--- src/hdl/rtlfm_pkg.sv ---
// Shared types and constants for the round-trip latency and frame-rate monitor.
`default_nettype none
package rtlfm_pkg;

  // Ring and table sizes, given as powers of two
  localparam int FPS_HIST_LOG2 = 4;
  localparam int LAT_HIST_LOG2 = 4;
  localparam int PEND_LOG2     = 6;

  localparam int FPS_HISTORY     = 1 << FPS_HIST_LOG2;
  localparam int LATENCY_HISTORY = 1 << LAT_HIST_LOG2;
  localparam int PENDING_DEPTH   = 1 << PEND_LOG2;

  // Field widths
  localparam int TIME_W  = 32;
  localparam int FRAME_W = 32;
  localparam int FPS_W   = 10;
  localparam int LAT_W   = 16;

  // Running sums are wide enough for a full ring of maximum values
  localparam int FPS_SUM_W = FPS_W + FPS_HIST_LOG2;
  localparam int LAT_SUM_W = LAT_W + LAT_HIST_LOG2;
  localparam int SUM_W     = (FPS_SUM_W > LAT_SUM_W) ? FPS_SUM_W : LAT_SUM_W;

  // Post-reset clear pass covers the deepest store
  localparam int CLR_LOG2 = (PEND_LOG2 > FPS_HIST_LOG2) ?
                            ((PEND_LOG2 > LAT_HIST_LOG2) ? PEND_LOG2 : LAT_HIST_LOG2) :
                            ((FPS_HIST_LOG2 > LAT_HIST_LOG2) ? FPS_HIST_LOG2 : LAT_HIST_LOG2);
  localparam int CLEAR_DEPTH = 1 << CLR_LOG2;

  // Behavior constants
  localparam int FPS_INTERVAL_MS  = 1000;
  localparam int FPS_RESET        = 30;
  localparam int LATENCY_RESET_MS = 200;

  // Event codes
  localparam logic OP_FRAME_START = 1'b0;
  localparam logic OP_RESPONSE    = 1'b1;

  // Request into the shared add/subtract unit
  typedef struct packed {
    logic              sub;
    logic [TIME_W-1:0] a;
    logic [TIME_W-1:0] b;
  } alu_req_t;

endpackage
`default_nettype wire

--- src/hdl/round_trip_latency_fps_monitor.sv ---
// Top level of the round-trip latency and frame-rate monitor.
// After reset the block walks all CLEAR_DEPTH addresses (64 by default), loading
// the send-stamp table and both rings with their starting values; busy is high
// throughout. An event is taken when start is high and busy is low. Every
// event then goes through the registered table and ring reads, then three
// passes through the single shared adder (time difference, remove the old
// ring entry from the sum, add the new one). Its one result shows on the
// output ports with done high for exactly one cycle, and busy drops in that
// same cycle, so a new event can start there. The receiver cannot stall the
// block: a result not captured in its done cycle is overwritten by the next.
`default_nettype none
module round_trip_latency_fps_monitor (
  input  wire                                  clk,
  input  wire                                  rst,
  input  wire                                  start,
  output logic                                 busy,
  input  wire                                  opcode,
  input  wire  [rtlfm_pkg::FRAME_W-1:0]        frame_number,
  input  wire  [rtlfm_pkg::TIME_W-1:0]         now_ms,
  input  wire  [rtlfm_pkg::FPS_W-1:0]          fps_sample,
  output logic                                 done,
  output logic [rtlfm_pkg::FPS_W-1:0]          average_fps,
  output logic [rtlfm_pkg::LAT_W-1:0]          average_latency_ms,
  output logic [rtlfm_pkg::LAT_W-1:0]          measured_latency_ms,
  output logic                                 fps_updated,
  output logic                                 latency_valid
);
  import rtlfm_pkg::*;

  localparam logic [2:0] S_CLEAR = 3'd0;
  localparam logic [2:0] S_IDLE  = 3'd1;
  localparam logic [2:0] S_STEP1 = 3'd2;
  localparam logic [2:0] S_STEP2 = 3'd3;
  localparam logic [2:0] S_STEP3 = 3'd4;

  logic [2:0]               state;
  logic [CLR_LOG2-1:0]      clr_count;
  logic                     accept;

  // Captured event
  logic                     op_q;
  logic [PEND_LOG2-1:0]     pidx_q;
  logic [LAT_HIST_LOG2-1:0] lidx_q;
  logic [TIME_W-1:0]        now_q;
  logic [FPS_W-1:0]         sample_q;

  // Working registers
  logic                     upd;
  logic [LAT_W-1:0]         measured;
  logic [SUM_W-1:0]         tmp_sum;
  logic [FPS_SUM_W-1:0]     fps_sum;
  logic [LAT_SUM_W-1:0]     lat_sum;
  logic [FPS_HIST_LOG2-1:0] fps_slot;
  logic [TIME_W-1:0]        last_fps_time;

  // Memories and their ports
  logic [FPS_W-1:0]         fps_ring   [FPS_HISTORY];
  logic [TIME_W-1:0]        send_stamp [PENDING_DEPTH];
  logic [LAT_W-1:0]         lat_ring   [LATENCY_HISTORY];

  logic [FPS_W-1:0]         fps_rdata;
  logic [TIME_W-1:0]        stamp_rdata;
  logic [LAT_W-1:0]         lat_rdata;

  logic                     fps_we;
  logic [FPS_HIST_LOG2-1:0] fps_waddr;
  logic [FPS_W-1:0]         fps_wdata;
  logic                     stamp_we;
  logic [PEND_LOG2-1:0]     stamp_waddr;
  logic [TIME_W-1:0]        stamp_wdata;
  logic                     lat_we;
  logic [LAT_HIST_LOG2-1:0] lat_waddr;
  logic [LAT_W-1:0]         lat_wdata;

  logic                     clearing;
  alu_req_t                 alu_req;
  logic [TIME_W-1:0]        alu_y;

  assign busy     = (state != S_IDLE);
  assign accept   = start && !busy;
  assign clearing = (state == S_CLEAR);

  // Averages are the running sums divided by the ring lengths (shifted down by their log2)
  assign average_fps        = fps_sum[FPS_HIST_LOG2 +: FPS_W];
  assign average_latency_ms = lat_sum[LAT_HIST_LOG2 +: LAT_W];

  // Shared adder
  rtlfm_alu u_alu (
    .req (alu_req),
    .y   (alu_y)
  );

  // Select adder operands for the current step
  always_comb begin
    alu_req.sub = 1'b1;
    alu_req.a   = '0;
    alu_req.b   = '0;
    case (state)
      S_STEP1: begin
        alu_req.a = now_q;
        alu_req.b = (op_q == OP_RESPONSE) ? stamp_rdata : last_fps_time;
      end
      S_STEP2: begin
        if (op_q == OP_RESPONSE) begin
          alu_req.a = TIME_W'(lat_sum);
          alu_req.b = TIME_W'(lat_rdata);
        end else begin
          alu_req.a = TIME_W'(fps_sum);
          alu_req.b = TIME_W'(fps_rdata);
        end
      end
      S_STEP3: begin
        alu_req.sub = 1'b0;
        alu_req.a   = TIME_W'(tmp_sum);
        alu_req.b   = (op_q == OP_RESPONSE) ? TIME_W'(measured) : TIME_W'(sample_q);
      end
      default: begin
        alu_req.sub = 1'b1;
      end
    endcase
  end

  // Write ports: reset values during the clear pass, event data afterwards
  always_comb begin
    fps_we      = (clearing && ((clr_count >> FPS_HIST_LOG2) == '0)) ||
                  (state == S_STEP3 && op_q == OP_FRAME_START && upd);
    fps_waddr   = clearing ? clr_count[FPS_HIST_LOG2-1:0] : fps_slot;
    fps_wdata   = clearing ? FPS_W'(FPS_RESET) : sample_q;

    stamp_we    = (clearing && ((clr_count >> PEND_LOG2) == '0)) ||
                  (state == S_STEP1 && op_q == OP_FRAME_START);
    stamp_waddr = clearing ? clr_count[PEND_LOG2-1:0] : pidx_q;
    stamp_wdata = clearing ? '0 : now_q;

    lat_we      = (clearing && ((clr_count >> LAT_HIST_LOG2) == '0)) ||
                  (state == S_STEP3 && op_q == OP_RESPONSE);
    lat_waddr   = clearing ? clr_count[LAT_HIST_LOG2-1:0] : lidx_q;
    lat_wdata   = clearing ? LAT_W'(LATENCY_RESET_MS) : measured;
  end

  // Frame-rate ring
  always_ff @(posedge clk) begin
    if (fps_we) begin
      fps_ring[fps_waddr] <= fps_wdata;
    end
    if (accept) begin
      fps_rdata <= fps_ring[fps_slot];
    end
  end

  // Send-stamp table
  always_ff @(posedge clk) begin
    if (stamp_we) begin
      send_stamp[stamp_waddr] <= stamp_wdata;
    end
    if (accept) begin
      stamp_rdata <= send_stamp[frame_number[PEND_LOG2-1:0]];
    end
  end

  // Latency ring
  always_ff @(posedge clk) begin
    if (lat_we) begin
      lat_ring[lat_waddr] <= lat_wdata;
    end
    if (accept) begin
      lat_rdata <= lat_ring[frame_number[LAT_HIST_LOG2-1:0]];
    end
  end

  // Capture the event on transfer
  always_ff @(posedge clk) begin
    if (accept) begin
      op_q     <= opcode;
      pidx_q   <= frame_number[PEND_LOG2-1:0];
      lidx_q   <= frame_number[LAT_HIST_LOG2-1:0];
      now_q    <= now_ms;
      sample_q <= fps_sample;
    end
  end

  // Sequencer and accumulated state
  always_ff @(posedge clk) begin
    if (rst) begin
      state         <= S_CLEAR;
      clr_count     <= '0;
      done          <= 1'b0;
      upd           <= 1'b0;
      fps_sum       <= FPS_SUM_W'(FPS_RESET * FPS_HISTORY);
      lat_sum       <= LAT_SUM_W'(LATENCY_RESET_MS * LATENCY_HISTORY);
      fps_slot      <= '0;
      last_fps_time <= '0;
    end else begin
      done <= 1'b0;
      case (state)
        S_CLEAR: begin
          clr_count <= clr_count + 1'b1;
          if (clr_count == CLR_LOG2'(CLEAR_DEPTH - 1)) begin
            state <= S_IDLE;
          end
        end
        S_IDLE: begin
          if (start) begin
            state <= S_STEP1;
          end
        end
        S_STEP1: begin
          // Elapsed time check, or round-trip time with saturation
          upd <= (alu_y >= TIME_W'(FPS_INTERVAL_MS));
          if (alu_y[TIME_W-1:LAT_W] != '0) begin
            measured <= '1;
          end else begin
            measured <= alu_y[LAT_W-1:0];
          end
          state <= S_STEP2;
        end
        S_STEP2: begin
          // Drop the outgoing ring entry from its sum
          tmp_sum <= alu_y[SUM_W-1:0];
          state   <= S_STEP3;
        end
        S_STEP3: begin
          // Add the new entry and publish the result
          if (op_q == OP_RESPONSE) begin
            lat_sum <= alu_y[LAT_SUM_W-1:0];
          end else if (upd) begin
            fps_sum       <= alu_y[FPS_SUM_W-1:0];
            fps_slot      <= fps_slot + 1'b1;
            last_fps_time <= now_q;
          end
          measured_latency_ms <= (op_q == OP_RESPONSE) ? measured : '0;
          fps_updated         <= (op_q == OP_FRAME_START) && upd;
          latency_valid       <= (op_q == OP_RESPONSE);
          done                <= 1'b1;
          state               <= S_IDLE;
        end
        default: begin
          state <= S_IDLE;
        end
      endcase
    end
  end

endmodule
`default_nettype wire

--- src/hdl/rtlfm_alu.sv ---
// Shared 32-bit add/subtract unit used by every step of the sequencer.
`default_nettype none
module rtlfm_alu (
  input  wire rtlfm_pkg::alu_req_t      req,
  output logic [rtlfm_pkg::TIME_W-1:0]  y
);
  import rtlfm_pkg::*;

  // Add or subtract modulo 2^32
  always_comb begin
    if (req.sub) begin
      y = req.a - req.b;
    end else begin
      y = req.a + req.b;
    end
  end

endmodule
`default_nettype wire

--- config.mk ---
export PLATFORM = sky130hd
export DESIGN_NAME = round_trip_latency_fps_monitor
export DESIGN_NICKNAME = d
export VERILOG_FILES = /design/src/hdl/rtlfm_pkg.sv /design/src/hdl/round_trip_latency_fps_monitor.sv /design/src/hdl/rtlfm_alu.sv
export SDC_FILE = /design/constraint.sdc
export NUM_CORES = 2
export LEC_CHECK = 0
export BUFFER_PORTS_ARGS = -buffer_cell sky130_fd_sc_hd__buf_2
export CORE_MARGIN = 3
export CORE_UTILIZATION = 40
export DETAILED_ROUTE_END_ITERATION = 16
export PLACE_DENSITY = 0.68
export SYNTH_ARGS = -nofsm -noshare
export SYNTH_HDL_FRONTEND = slang
export SYNTH_SLANG_ARGS = --single-unit
--- constraint.sdc ---
create_clock -name clk -period 5.55 [get_ports clk]
set_clock_uncertainty 0.1 [all_clocks]
set_input_delay 1.665 -clock clk [delete_from_list [all_inputs] [get_ports clk]]
set_output_delay 1.665 -clock clk [all_outputs]
set_load 0.02 [all_outputs]
==> results_dict.tcl <==
set metrics [dict create \
    status "finished, violations left" \
    violations "setup timing" \
    start_util 0.4042 \
    ys_warn_count 0 \
    core_area_sq_mm 0.2637 \
    required_ns 6.08 \
    clock-sinks 2706 \
    finalHoldViolCount 0 \
    numCtsBuffers 278 \
    h-tree-depth 5 \
    viasPerCell 5.748 \
    avgRoutedWirePerCell_microns 28.87 \
    synthArstFlopShare 0 \
    path_buf_inv 8 \
    path_delay_family "compound AO/OA/AOI/OAI gates" \
    cap_viol_max_count 0 \
    path_max_fanout 8 \
    crit_path_start_kind "flip-flop" \
    gp_congestion 0.8868 \
    synth.ff_latch_count 2706 \
    antenna_found_initial 22 \
    drt_iter0_markers 6693 \
    drc 0 \
    syn_inst 4969 \
    slowest_stage "edfxtp_1" \
    vias 52400 \
    grt_pass1_vias 52990 \
    syn_nets 5082 \
    grt_max_degree 85 \
    end_kind "flip-flop" \
    std_cell_rows 188 \
    layout-area-overhead-vs-synth_pct 15.17 \
    worstMarginPinSlew_ns 1.301 \
    setup_viol 17 \
    rsz0062_at_grt "yes" \
    max_freq_mhz 176.4 \
    synth_ff_type "edfxtp_1" \
    slew_headroom 0.1325 \
    root_buffer "clkbuf_16" \
    syn_avg_cell_area_sq_um 21.45 \
    drt-pass1-iter-count 5 \
    synth-edff-count 2625 \
    grt_pass1_wl_microns 378100 \
    power_density_mw_per_mm2 336.6 \
    peakVddDrop_mv 0.3663 \
    drv_slew 0 \
    hold_class "reg2reg" \
    grt_usage 0.1916 \
    drive_above_1_share 0.3201 \
    syn_area_sq_mm 0.1066 \
    ctsHoldBuffers 0 \
    die_y_microns 522.2 \
    layout_setup_ws_ns -0.1176 \
    cts_buffer_depth 4 \
    crit_arrival_ns 6.20 \
    p_leak_nw 38.72 \
    max_stage_delay_ns 0.51 \
    die_width_microns 522.2 \
    wirelength_microns 263200 \
    post-route-min-period_ns 5.668 \
    clk_latency_ns 0.93 \
    overflow 0 \
    dp_hpwl_microns 154500 \
    dp_slack_ns -0.1417 \
    fin_nets 5525 \
    synth_cell_type_count 83 \
    final_antenna_net_count 0 \
    path_clk_slew_ns 0.06 \
    min_period_over_period 1.021 \
    io_pins 124 \
    die-area_sq_mm 0.2727 \
    tritoncts "yes" \
    synth_seq_area_share 0.7548 \
    critPathKind "reg2reg" \
    dpl-instance-area_sq_mm 0.1138 \
    postLayoutCellArea_sq_mm 0.1227 \
    io_buffers 97 \
]
-- repair_timing --
item / in CTS / in global routing
setup buffers: 20 / 12
gates resized for setup: 27 / 52
pin swaps: 1 / 28
hold endpoints to repair: 0 / 0
endpoints found under the setup margin: 17 / 17
gates cloned: 2 / 1
-- final cells by class --
type | instances | area (sq um)
antenna | 4 | 10.01
clock buffer | 350 | 7385
clock inverter | 114 | 880.8
fill | 21290 | 140900
inverter | 22 | 85.08
multi-input combinational | 1949 | 25670
sequential | 2706 | 80450
tap | 3515 | 4398
timing repair buffer | 455 | 3861
-- tightest hold or removal path, delay by kind of cell (launching register included) --
family | cells | cell delay [ns]
AND/OR/NAND/NOR | 1 | 0.05
flip-flops | 1 | 0.31
AO/OA/AOI/OAI | 1 | 0.05
-- worst paths after layout --
check | from | end | slack [ns] | cells after the start
max reg2reg | op_q | measured[0] | -0.12 | 26
min reg2reg | last_fps_time[0] | last_fps_time[0] | 0.35 | 2
max | op_q | measured[0] | -0.12 | 26
min | last_fps_time[0] | last_fps_time[0] | 0.35 | 2
-- report_power, final --
part	switching, mW	internal [mW]	total [mW]
Combinational	0.906	0.742	1.65
Clock	7.42	9.94	17.4
Sequential	0.0357	22.3	22.3
-- cells by family (layout without fill, tap and decap cells) --
group,Yosys count,in the layout,share of synthesized area
buffers and inverters,314,941,0.01281
xor gates and xnor gates,51,51,0.004191
muxes,876,876,0.1755
AOI/OAI and AO/OA,326,326,0.01862
adders and majority gates,35,35,0.004179
and+or+nand+nor,661,661,0.02989
other,0,4,0
DFF,2706,2706,0.7548
-- cell usage in the layout (no fill, tap or decap), drive strengths merged, types with 68 or more instances in the layout --
| cell type | synthesis | routed |
|---|---|---|
| mux4 | 792 | 792 |
| clkbuf | 175 | 351 |
| edfxtp | 2625 | 2625 |
| mux2i | 68 | 68 |
| dfxtp | 81 | 81 |
| clkinv | 0 | 93 |
| buf | 117 | 453 |
| and2 | 84 | 84 |
| nor2 | 172 | 172 |
| a21oi | 128 | 128 |
| o21ai | 74 | 74 |
| nand2 | 251 | 251 |
-- metrics by stage --
step	total power, mW	TNS (ns)	util	instances	hold WS (ns)
6_report	41.31	-1.643	0.4655	9115	0.3540
5_1_grt	42.50	-4.967	0.4655	9113	0.3732
4_1_cts	41.59	0	0.4641	9098	0.3555
3_5_place_dp	24.38	-1.701	0.4316	8612	0.3473
3_3_place_gp	24.35	-1.044	0.4316	8612	0.3408
2_1_floorplan	23.74	0	-	4969	0.3338
-- per-layer routing --
layer,GRT usage,up-vias,wire [microns]
met5,0,-,66
met4,0.05418,10,7457
li1,-,21580,-
met1,0.2592,27780,101300
met2,0.3028,2536,125800
met3,0.05651,492,28590
-- synth_stat cells, types with 8 or more instances --
master	number	area [sq um]
edfxtp_1	2625	78830
mux4_2	792	17840
nand2_1	251	942.2
clkbuf_1	175	656.9
nor2_1	172	645.6
a21oi_1	128	640.6
and2_1	83	519.3
dfxtp_1	81	1622
buf_1	73	274.0
o21ai_0	73	365.4
mux2i_1	68	680.7
ha_1	34	425.4
xnor2_1	30	262.8
buf_4	28	210.2
inv_1	21	78.83
xor2_1	21	183.9
nor3_1	20	100.1
nand3_1	19	95.09
nand3b_1	18	135.1
mux2_2	15	168.9
a211oi_1	14	105.1
a21o_1	14	105.1
a31oi_1	14	87.58
nand2b_1	12	75.07
nand4_1	11	68.82
nor2b_1	11	68.82
o22ai_1	11	68.82
or3_1	11	68.82
a22oi_1	10	75.07
and3_1	10	62.56
buf_2	9	45.04
nor3b_1	8	60.06
o31ai_1	8	60.06
-- flip-flops by register name, summed over array words and instances (netlist names), 20 cells and up --
register,flops
send_stamp,2048
lat_ring,256
fps_ring,160
last_fps_time,32
now_q,32
stamp_rdata,32
lat_sum,20
tmp_sum,20
Power figures use the tool's default switching activity.
